### src/hw/rtl/assert_macros.svh
// assertion macros used by the top-level rtl file
`ifndef ASSERT_MACROS_SVH
`define ASSERT_MACROS_SVH

// same-cycle implication, sampled on aclk, off during reset
`define AST_IMPLY(lbl, pre, post) \
    lbl: assert property (@(posedge aclk) disable iff (!aresetn) (pre) |-> (post)) \
        else $error("assertion failed");

// next-cycle implication, sampled on aclk, off during reset
`define AST_NEXT(lbl, pre, post) \
    lbl: assert property (@(posedge aclk) disable iff (!aresetn) (pre) |=> (post)) \
        else $error("assertion failed");

`endif

### src/hw/rtl/hdts_pkg.sv
// shared types and constants of the hopper drain and tare sequencer
package hdts_pkg;

    localparam int WINDOW_DEPTH = 8;
    localparam int SAMPLE_BITS  = 24;
    localparam int TOL_BITS     = 23;
    // compare width: room for the sample, the tolerance and its negation
    localparam int CMP_BITS     = ((SAMPLE_BITS > TOL_BITS) ? SAMPLE_BITS : TOL_BITS) + 2;

    localparam logic signed [SAMPLE_BITS-1:0] WINDOW_INIT   = SAMPLE_BITS'(-1000);
    localparam logic signed [CMP_BITS-1:0]    FLOOR_FILLED  = CMP_BITS'(-200);
    localparam logic [TOL_BITS-1:0]           TOL_RESET     = TOL_BITS'(50);

    typedef enum logic [2:0] {
        PH_IDLE       = 3'd0,
        PH_OPENING    = 3'd1,
        PH_WAIT_EMPTY = 3'd2,
        PH_CLOSING    = 3'd3,
        PH_WAIT_TARE  = 3'd4
    } phase_t;

    typedef enum logic [1:0] {
        ST_IDLE,
        ST_CMP,
        ST_STEP
    } ctl_state_t;

    // control from the sequencer to the cell row
    typedef struct packed {
        logic shift_en;
        logic cmp_en;
    } win_ctrl_t;

endpackage

### src/hw/rtl/hdts_cell.sv
// one window cell: holds a reading, passes it on and judges it against the band
module hdts_cell
    import hdts_pkg::*;
(
    input  logic                          aclk,
    input  logic                          aresetn,
    input  win_ctrl_t                     ctrl,
    input  logic signed [SAMPLE_BITS-1:0] sample_in,
    input  logic [TOL_BITS-1:0]           tolerance,
    output logic signed [SAMPLE_BITS-1:0] sample_out,
    output logic                          ok
);

    logic signed [SAMPLE_BITS-1:0] sample_reg;
    logic                          ok_reg;
    logic signed [CMP_BITS-1:0]    r_ext;
    logic signed [CMP_BITS-1:0]    tol_ext;
    logic                          ok_next;

    always_comb begin
        r_ext   = CMP_BITS'(sample_reg);
        tol_ext = $signed({{(CMP_BITS-TOL_BITS){1'b0}}, tolerance});
        ok_next = (r_ext >= FLOOR_FILLED) && (r_ext >= -tol_ext) && (r_ext <= tol_ext);
    end

    always_ff @(posedge aclk) begin
        if (!aresetn) begin
            sample_reg <= WINDOW_INIT;
            ok_reg     <= 1'b0;
        end else begin
            if (ctrl.shift_en) begin
                sample_reg <= sample_in;
            end
            if (ctrl.cmp_en) begin
                ok_reg <= ok_next;
            end
        end
    end

    assign sample_out = sample_reg;
    assign ok         = ok_reg;

endmodule

### src/hw/rtl/hdts_window.sv
// row of window cells; newest reading enters at the top cell
module hdts_window
    import hdts_pkg::*;
(
    input  logic                          aclk,
    input  logic                          aresetn,
    input  win_ctrl_t                     ctrl,
    input  logic signed [SAMPLE_BITS-1:0] sample_in,
    input  logic [TOL_BITS-1:0]           tolerance,
    output logic                          stable
);

    logic signed [SAMPLE_BITS-1:0] link [WINDOW_DEPTH+1];
    logic [WINDOW_DEPTH-1:0]       ok_vec;

    assign link[WINDOW_DEPTH] = sample_in;

    // oldest reading falls off the bottom of the row
    for (genvar i = 0; i < WINDOW_DEPTH; i++) begin : g_cell
        hdts_cell u_cell (
            .aclk       (aclk),
            .aresetn    (aresetn),
            .ctrl       (ctrl),
            .sample_in  (link[i+1]),
            .tolerance  (tolerance),
            .sample_out (link[i]),
            .ok         (ok_vec[i])
        );
    end

    assign stable = &ok_vec;

endmodule

### src/hw/rtl/hopper_drain_and_tare_sequencer.sv
// top level of the hopper drain and tare sequencer
//
// channel  | handshake           | payload
// ---------+---------------------+--------------------------------------------------
// input    | s_valid / s_ready   | s_sample, s_start_finish, s_abort_finish,
//          |                     | s_manual_open, s_manual_close, s_tare_ready,
//          |                     | s_tare_busy
// result   | m_valid / m_ready   | m_valve_open, m_tare_request, m_finishing,
//          |                     | m_phase, m_stable_empty
// config   | tol_wr_en           | tol_wr_data (tolerance, 23 bits)
//
// each word passes through the states in order: accept and shift the cell row,
// register each cell's band check, then the sequencer step loads the result register
// the per-cell compare register sets the latency; s_ready is high in the idle state
// a word may be accepted while the previous result still waits; the step then
// holds until the result register is free
// reset (aresetn low, synchronous) fills the window with -1000, phase idle,
// valve closed, tolerance 50; no clearing pass
module hopper_drain_and_tare_sequencer
    import hdts_pkg::*;
(
    input  logic                          aclk,
    input  logic                          aresetn,
    // config
    input  logic                          tol_wr_en,
    input  logic [TOL_BITS-1:0]           tol_wr_data,
    // input word
    input  logic                          s_valid,
    output logic                          s_ready,
    input  logic signed [SAMPLE_BITS-1:0] s_sample,
    input  logic                          s_start_finish,
    input  logic                          s_abort_finish,
    input  logic                          s_manual_open,
    input  logic                          s_manual_close,
    input  logic                          s_tare_ready,
    input  logic                          s_tare_busy,
    // result word
    output logic                          m_valid,
    input  logic                          m_ready,
    output logic                          m_valve_open,
    output logic                          m_tare_request,
    output logic                          m_finishing,
    output logic [2:0]                    m_phase,
    output logic                          m_stable_empty
);

`include "assert_macros.svh"

    // control and sequence state
    ctl_state_t          state_reg, state_next;
    phase_t              phase_reg, phase_next;
    logic                fin_reg, fin_next;
    logic                valve_reg, valve_next;
    logic [TOL_BITS-1:0] tol_reg;

    // flags of the word in flight
    logic start_reg, abort_reg, mopen_reg, mclose_reg, tready_reg, tbusy_reg;

    // result register
    logic   out_valid_reg, out_valid_next;
    logic   out_valve_reg, out_tare_reg, out_fin_reg, out_stable_reg;
    phase_t out_phase_reg;
    logic   load_out;
    logic   tare_req;

    win_ctrl_t win_ctrl;
    logic      stable;
    logic      accept;

    assign accept = s_valid && s_ready;

    hdts_window u_window (
        .aclk      (aclk),
        .aresetn   (aresetn),
        .ctrl      (win_ctrl),
        .sample_in (s_sample),
        .tolerance (tol_reg),
        .stable    (stable)
    );

    // tolerance register
    always_ff @(posedge aclk) begin
        if (!aresetn) begin
            tol_reg <= TOL_RESET;
        end else if (tol_wr_en) begin
            tol_reg <= tol_wr_data;
        end
    end

    // state registers
    always_ff @(posedge aclk) begin
        if (!aresetn) begin
            state_reg     <= ST_IDLE;
            phase_reg     <= PH_IDLE;
            fin_reg       <= 1'b0;
            valve_reg     <= 1'b0;
            out_valid_reg <= 1'b0;
        end else begin
            state_reg     <= state_next;
            phase_reg     <= phase_next;
            fin_reg       <= fin_next;
            valve_reg     <= valve_next;
            out_valid_reg <= out_valid_next;
        end
    end

    // input flags held for the step
    always_ff @(posedge aclk) begin
        if (accept) begin
            start_reg  <= s_start_finish;
            abort_reg  <= s_abort_finish;
            mopen_reg  <= s_manual_open;
            mclose_reg <= s_manual_close;
            tready_reg <= s_tare_ready;
            tbusy_reg  <= s_tare_busy;
        end
    end

    // result payload
    always_ff @(posedge aclk) begin
        if (load_out) begin
            out_valve_reg  <= valve_next;
            out_tare_reg   <= tare_req;
            out_fin_reg    <= fin_next;
            out_phase_reg  <= phase_next;
            out_stable_reg <= stable;
        end
    end

    // next state, sequencer step and handshakes
    always_comb begin
        phase_t ph;
        logic   fa;
        logic   vl;

        state_next       = state_reg;
        phase_next       = phase_reg;
        fin_next         = fin_reg;
        valve_next       = valve_reg;
        out_valid_next   = out_valid_reg && !m_ready;
        load_out         = 1'b0;
        tare_req         = 1'b0;
        s_ready          = 1'b0;
        win_ctrl.shift_en = 1'b0;
        win_ctrl.cmp_en   = 1'b0;

        // commands take effect ahead of the step: start, abort, open, close
        ph = phase_reg;
        fa = fin_reg;
        vl = valve_reg;
        if (start_reg && !fa) begin
            fa = 1'b1;
            ph = PH_OPENING;
        end
        if (abort_reg) begin
            fa = 1'b0;
            ph = PH_IDLE;
        end
        if (mopen_reg) begin
            vl = 1'b1;
        end
        if (mclose_reg) begin
            vl = 1'b0;
        end

        case (state_reg)
            ST_IDLE: begin
                s_ready = 1'b1;
                if (s_valid) begin
                    win_ctrl.shift_en = 1'b1;
                    state_next        = ST_CMP;
                end
            end
            ST_CMP: begin
                win_ctrl.cmp_en = 1'b1;
                state_next      = ST_STEP;
            end
            ST_STEP: begin
                if (!out_valid_reg || m_ready) begin
                    if (fa) begin
                        case (ph)
                            PH_OPENING: begin
                                vl = 1'b1;
                                ph = PH_WAIT_EMPTY;
                            end
                            PH_WAIT_EMPTY: begin
                                if (stable) begin
                                    ph = PH_CLOSING;
                                end
                            end
                            PH_CLOSING: begin
                                vl       = 1'b0;
                                tare_req = 1'b1;
                                if (tready_reg) begin
                                    ph = PH_WAIT_TARE;
                                end
                            end
                            PH_WAIT_TARE: begin
                                if (!tbusy_reg) begin
                                    fa = 1'b0;
                                    ph = PH_IDLE;
                                end
                            end
                            default: begin
                                // active while idle or an unused code
                                fa = 1'b0;
                                ph = PH_IDLE;
                            end
                        endcase
                    end
                    phase_next     = ph;
                    fin_next       = fa;
                    valve_next     = vl;
                    load_out       = 1'b1;
                    out_valid_next = 1'b1;
                    state_next     = ST_IDLE;
                end
            end
            default: begin
                state_next = ST_IDLE;
            end
        endcase
    end

    assign m_valid        = out_valid_reg;
    assign m_valve_open   = out_valve_reg;
    assign m_tare_request = out_tare_reg;
    assign m_finishing    = out_fin_reg;
    assign m_phase        = 3'(out_phase_reg);
    assign m_stable_empty = out_stable_reg;

    // sequence state stays consistent: not finishing means idle
    `AST_IMPLY(a_idle_when_not_fin, !fin_reg, phase_reg == PH_IDLE)
    // a tare request always comes with the valve closed
    `AST_IMPLY(a_tare_valve_shut, out_valid_reg && out_tare_reg, !out_valve_reg)
    // an accepted word always goes on to the band check
    `AST_NEXT(a_accept_to_cmp, accept, state_reg == ST_CMP)
    // a new result only ever comes from the step state
    `AST_IMPLY(a_result_from_step, $rose(out_valid_reg), $past(state_reg) == ST_STEP)

endmodule

### config.mk
export PLATFORM = sky130hd
export DESIGN_NAME = hopper_drain_and_tare_sequencer
export DESIGN_NICKNAME = d
export VERILOG_FILES = /design/src/hw/rtl/hdts_pkg.sv /design/src/hw/rtl/hdts_cell.sv /design/src/hw/rtl/hdts_window.sv /design/src/hw/rtl/hopper_drain_and_tare_sequencer.sv
export VERILOG_INCLUDE_DIRS = /design/src /design/src/hw/rtl
export SDC_FILE = /design/constraint.sdc
export NUM_CORES = 1
export LEC_CHECK = 0
export BUFFER_PORTS_ARGS = -buffer_cell sky130_fd_sc_hd__buf_2
export CELL_PAD_IN_SITES_DETAIL_PLACEMENT = 0
export CELL_PAD_IN_SITES_GLOBAL_PLACEMENT = 2
export CORE_ASPECT_RATIO = 0.9
export CORE_MARGIN = 2
export CORE_UTILIZATION = 39
export DETAILED_ROUTE_END_ITERATION = 7
export PLACE_DENSITY_LB_ADDON = 0.1
export RECOVER_POWER = 25
export SYNTH_ARGS = -nofsm -noshare
export SYNTH_HDL_FRONTEND = slang
export SYNTH_SLANG_ARGS = --single-unit
### constraint.sdc
create_clock -name aclk -period 6.7 [get_ports aclk]
set_clock_uncertainty 0.2 [all_clocks]
set_input_delay 0 -clock aclk [delete_from_list [all_inputs] [get_ports aclk]]
set_output_delay 0 -clock aclk [all_outputs]
set_load 0.01 [all_outputs]
==> summary.txt <==
Dpl cell area -> 18,900 µm²
Routed WL per cell -> 20.7 µm
GR Overflow Total -> 0
Critical Path RT -> 6.97 ns
I/O pin count -> 67
CP Max Fanout -> 78
Sink Count -> 244
Design Area, Final -> 21,700 µm²
DRT Pass-1 Iters -> 6
Most common cell after layout, fill and taps aside -> nand2_1
Aggregate global-route resource usage -> 0.259
Final Hold Vio Count -> 0
Max reg flops -> 192
Core Area -> 45,300 µm²
Die Wd -> 230 µm
Ys flop type -> dfxtp_1
H-tree depth -> 1
Initial Utilization -> 0.395
Root buffer cell -> clkbuf_16
Async S/R FF share, synth -> 0
Total number of vias -> 16,700
Mapped Cells -> 2,171
Status -> finished with violations
Failing checks -> capacitance limit, slew limit
Die H -> 207 µm
Worst setup path category -> input port to register
EDFF count, synth -> 13
Yosys cell types -> 77
PortBufs -> 66
Synth-to-layout area growth -> 21.2%
Tmin final -> 5.20 ns
VDD IR max -> 0.192 mV
Slew @ Worst Pin -> 4.10 ns
Mapped Area -> 17,900 µm²
Tcrit/Tclk final -> 0.776
Residual DRC count -> 0
Worst Path Arrival -> 5.47 ns
Share of cells above drive strength 1 -> 0.0670
Placer Congestion -> 0.884
Clock-pin slew on the worst setup and hold paths -> 0.06 ns
Net Count, Synth -> 2,584
Post-Syn Area per Cell -> 8.23 µm²
Vias per cell -> 5.55
Worst hold path class -> input port to register
Num CTS Buffers -> 31
CTS tree -> built
Die area -> 47,600 µm²
RSZ-0062 raised after global routing -> no
Static leakage -> 9.71 nW
Critical path launch point type -> input port
Synth warn -> 0
Largest net degree at the start of global routing -> 112
Detail Route Antenna Nets -> 0
Final net count -> 2,794
Seq/Total Area, Yosys -> 0.281
Fin Setup TNS -> 0 ns
Initial antenna violation count -> 0
Peak Freq -> 0.192 GHz
Most frequent cells in the layout -> 441 x nand2_1, 355 x ha_1, 231 x dfxtp_1, 185 x nand3_1, 175 x a21oi_1
Diode count -> 0
PD cells -> 218 nW/µm²
Met2 GRT Util -> 0.440
Slew Limit Fails -> 202
# Max-Cap Violations -> 3
M3 GR Usage -> 0.0229
Flops & latches, synth -> 244
Relative slew margins -> -1.74
Post-layout util -> 0.479
Max clock buf depth -> 3
Worst skew pair latency -> 0.59 ns
Met1 usage -> 0.343
Vias in the first global route -> 16,800
Post-DP HPWL -> 45.6 mm
# fillers -> 4,390
Busiest grt layer -> met2
WL final -> 62.4 mm
Worst setup EP type -> register
First DRT Iteration DRCs -> 826
First-pass GRT wire length -> 96.7 mm
Setup Viol. Count Final -> 0
Cell Rows -> 74
## layout make-up
type / instances / area (µm²) / share of cell area
sequential: 244 / 5010 / 0.231
timing repair buffer: 258 / 2160 / 0.0999
clock inverter: 22 / 375 / 0.0173
inverter: 48 / 186 / 0.00860
multi-input combinational: 1798 / 12400 / 0.571
tap: 608 / 761 / 0.0351
clock buffer: 34 / 797 / 0.0368
## report_power, final
group	leakage, nW	internal (mW)	switching, mW
clock	0.559	1.24	0.723
sequential	2.02	1.55	0.153
combinational	7.13	0.467	0.591
## synth_stat cells, drive strengths merged (4+ instances only)
| cell | n | share of area |
|---|---|---|
| nand2 | 442 | 0.093 |
| ha | 355 | 0.25 |
| dfxtp | 231 | 0.26 |
| nand3 | 185 | 0.052 |
| a21oi | 175 | 0.049 |
| nand4 | 78 | 0.027 |
| nor2 | 77 | 0.016 |
| clkbuf | 69 | 0.014 |
| a21o | 66 | 0.028 |
| o21ai | 64 | 0.018 |
| inv | 48 | 0.010 |
| nor2b | 34 | 0.012 |
| xnor2 | 34 | 0.018 |
| mux2i | 23 | 0.013 |
| maj3 | 19 | 0.011 |
| nor3 | 19 | 0.0056 |
| nor4 | 18 | 0.0063 |
| a211oi | 15 | 0.0063 |
| nand2b | 15 | 0.0052 |
| and4 | 13 | 0.0064 |
| edfxtp | 13 | 0.022 |
| o21a | 13 | 0.0055 |
| buf | 12 | 0.0039 |
| o211ai | 12 | 0.0050 |
| and3 | 11 | 0.0038 |
| or4 | 11 | 0.0052 |
| o31ai | 10 | 0.0045 |
| a31oi | 9 | 0.0031 |
| xor2 | 9 | 0.0044 |
| a221oi | 6 | 0.0029 |
| a311oi | 6 | 0.0029 |
| nand3b | 6 | 0.0025 |
| nand4b | 6 | 0.0029 |
| and2 | 5 | 0.0017 |
| o2111ai | 5 | 0.0024 |
| a21boi | 4 | 0.0017 |
| a221o | 4 | 0.0022 |
| a311o | 4 | 0.0022 |
## cells by family after synthesis
logic type      after synthesis  synth area share
fa+ha+maj                   374             0.259
buf+inv                     129            0.0285
mux                          24            0.0135
simple gates                935             0.248
xor+xnor                     43            0.0221
compound gates              422             0.148
flops                       244             0.281
## per-stage QoR
stage | cells | worst slack, ns | power (mW) | hold slack, ns
CTS | 3012 | 1.65 | 4.75 | 0.0674
global route | 3012 | 1.05 | 4.96 | 0.125
global placement | 2796 | 1.69 | 2.67 | -0.0235
detailed placement | 2796 | 1.68 | 2.70 | -0.0213
finish | 3012 | 1.50 | 4.72 | 0.0745
floorplan | 2171 | 1.96 | 2.36 | -0.101
## path summary, 6_finish.rpt
kind                            cells after the start                                    start                                 endpoint  slack (ns)
worst max-delay path                                5                                  aresetn  u_window.g_cell[4].u_cell.sample_out[0]        1.50
worst min-delay path                                4                                  m_ready                                  m_valid        0.07
worst max register to register                     15                               tol_reg[0]             u_window.g_cell[2].u_cell.ok        1.61
worst min register to register                      2  u_window.g_cell[0].u_cell.sample_out[0]  u_window.g_cell[0].u_cell.sample_out[0]        0.26
## what timing repair did
| item | in CTS | in global routing |
|---|---|---|
| hold buffers | 160 | 0 |
| hold endpoints to repair | 153 | 0 |
| gates resized for setup | 0 | 0 |
| buffers inserted | 0 | 0 |
## critical path, stage by stage
cell and delay, ns:
dlygate4sd3_1 0.52, clkbuf_1 1.24, clkinvlp_2 1.45, clkbuf_1 1.65, a21oi_1 0.56
## routing by layer
layer / part of all wire / up-vias
met3: 0.031 / 94
li1: - / 8389
met5: 0 / -
met1: 0.47 / 7919
met4: 0.038 / 0
met2: 0.46 / 309
Note: power is estimated with default switching activity, not from simulation.
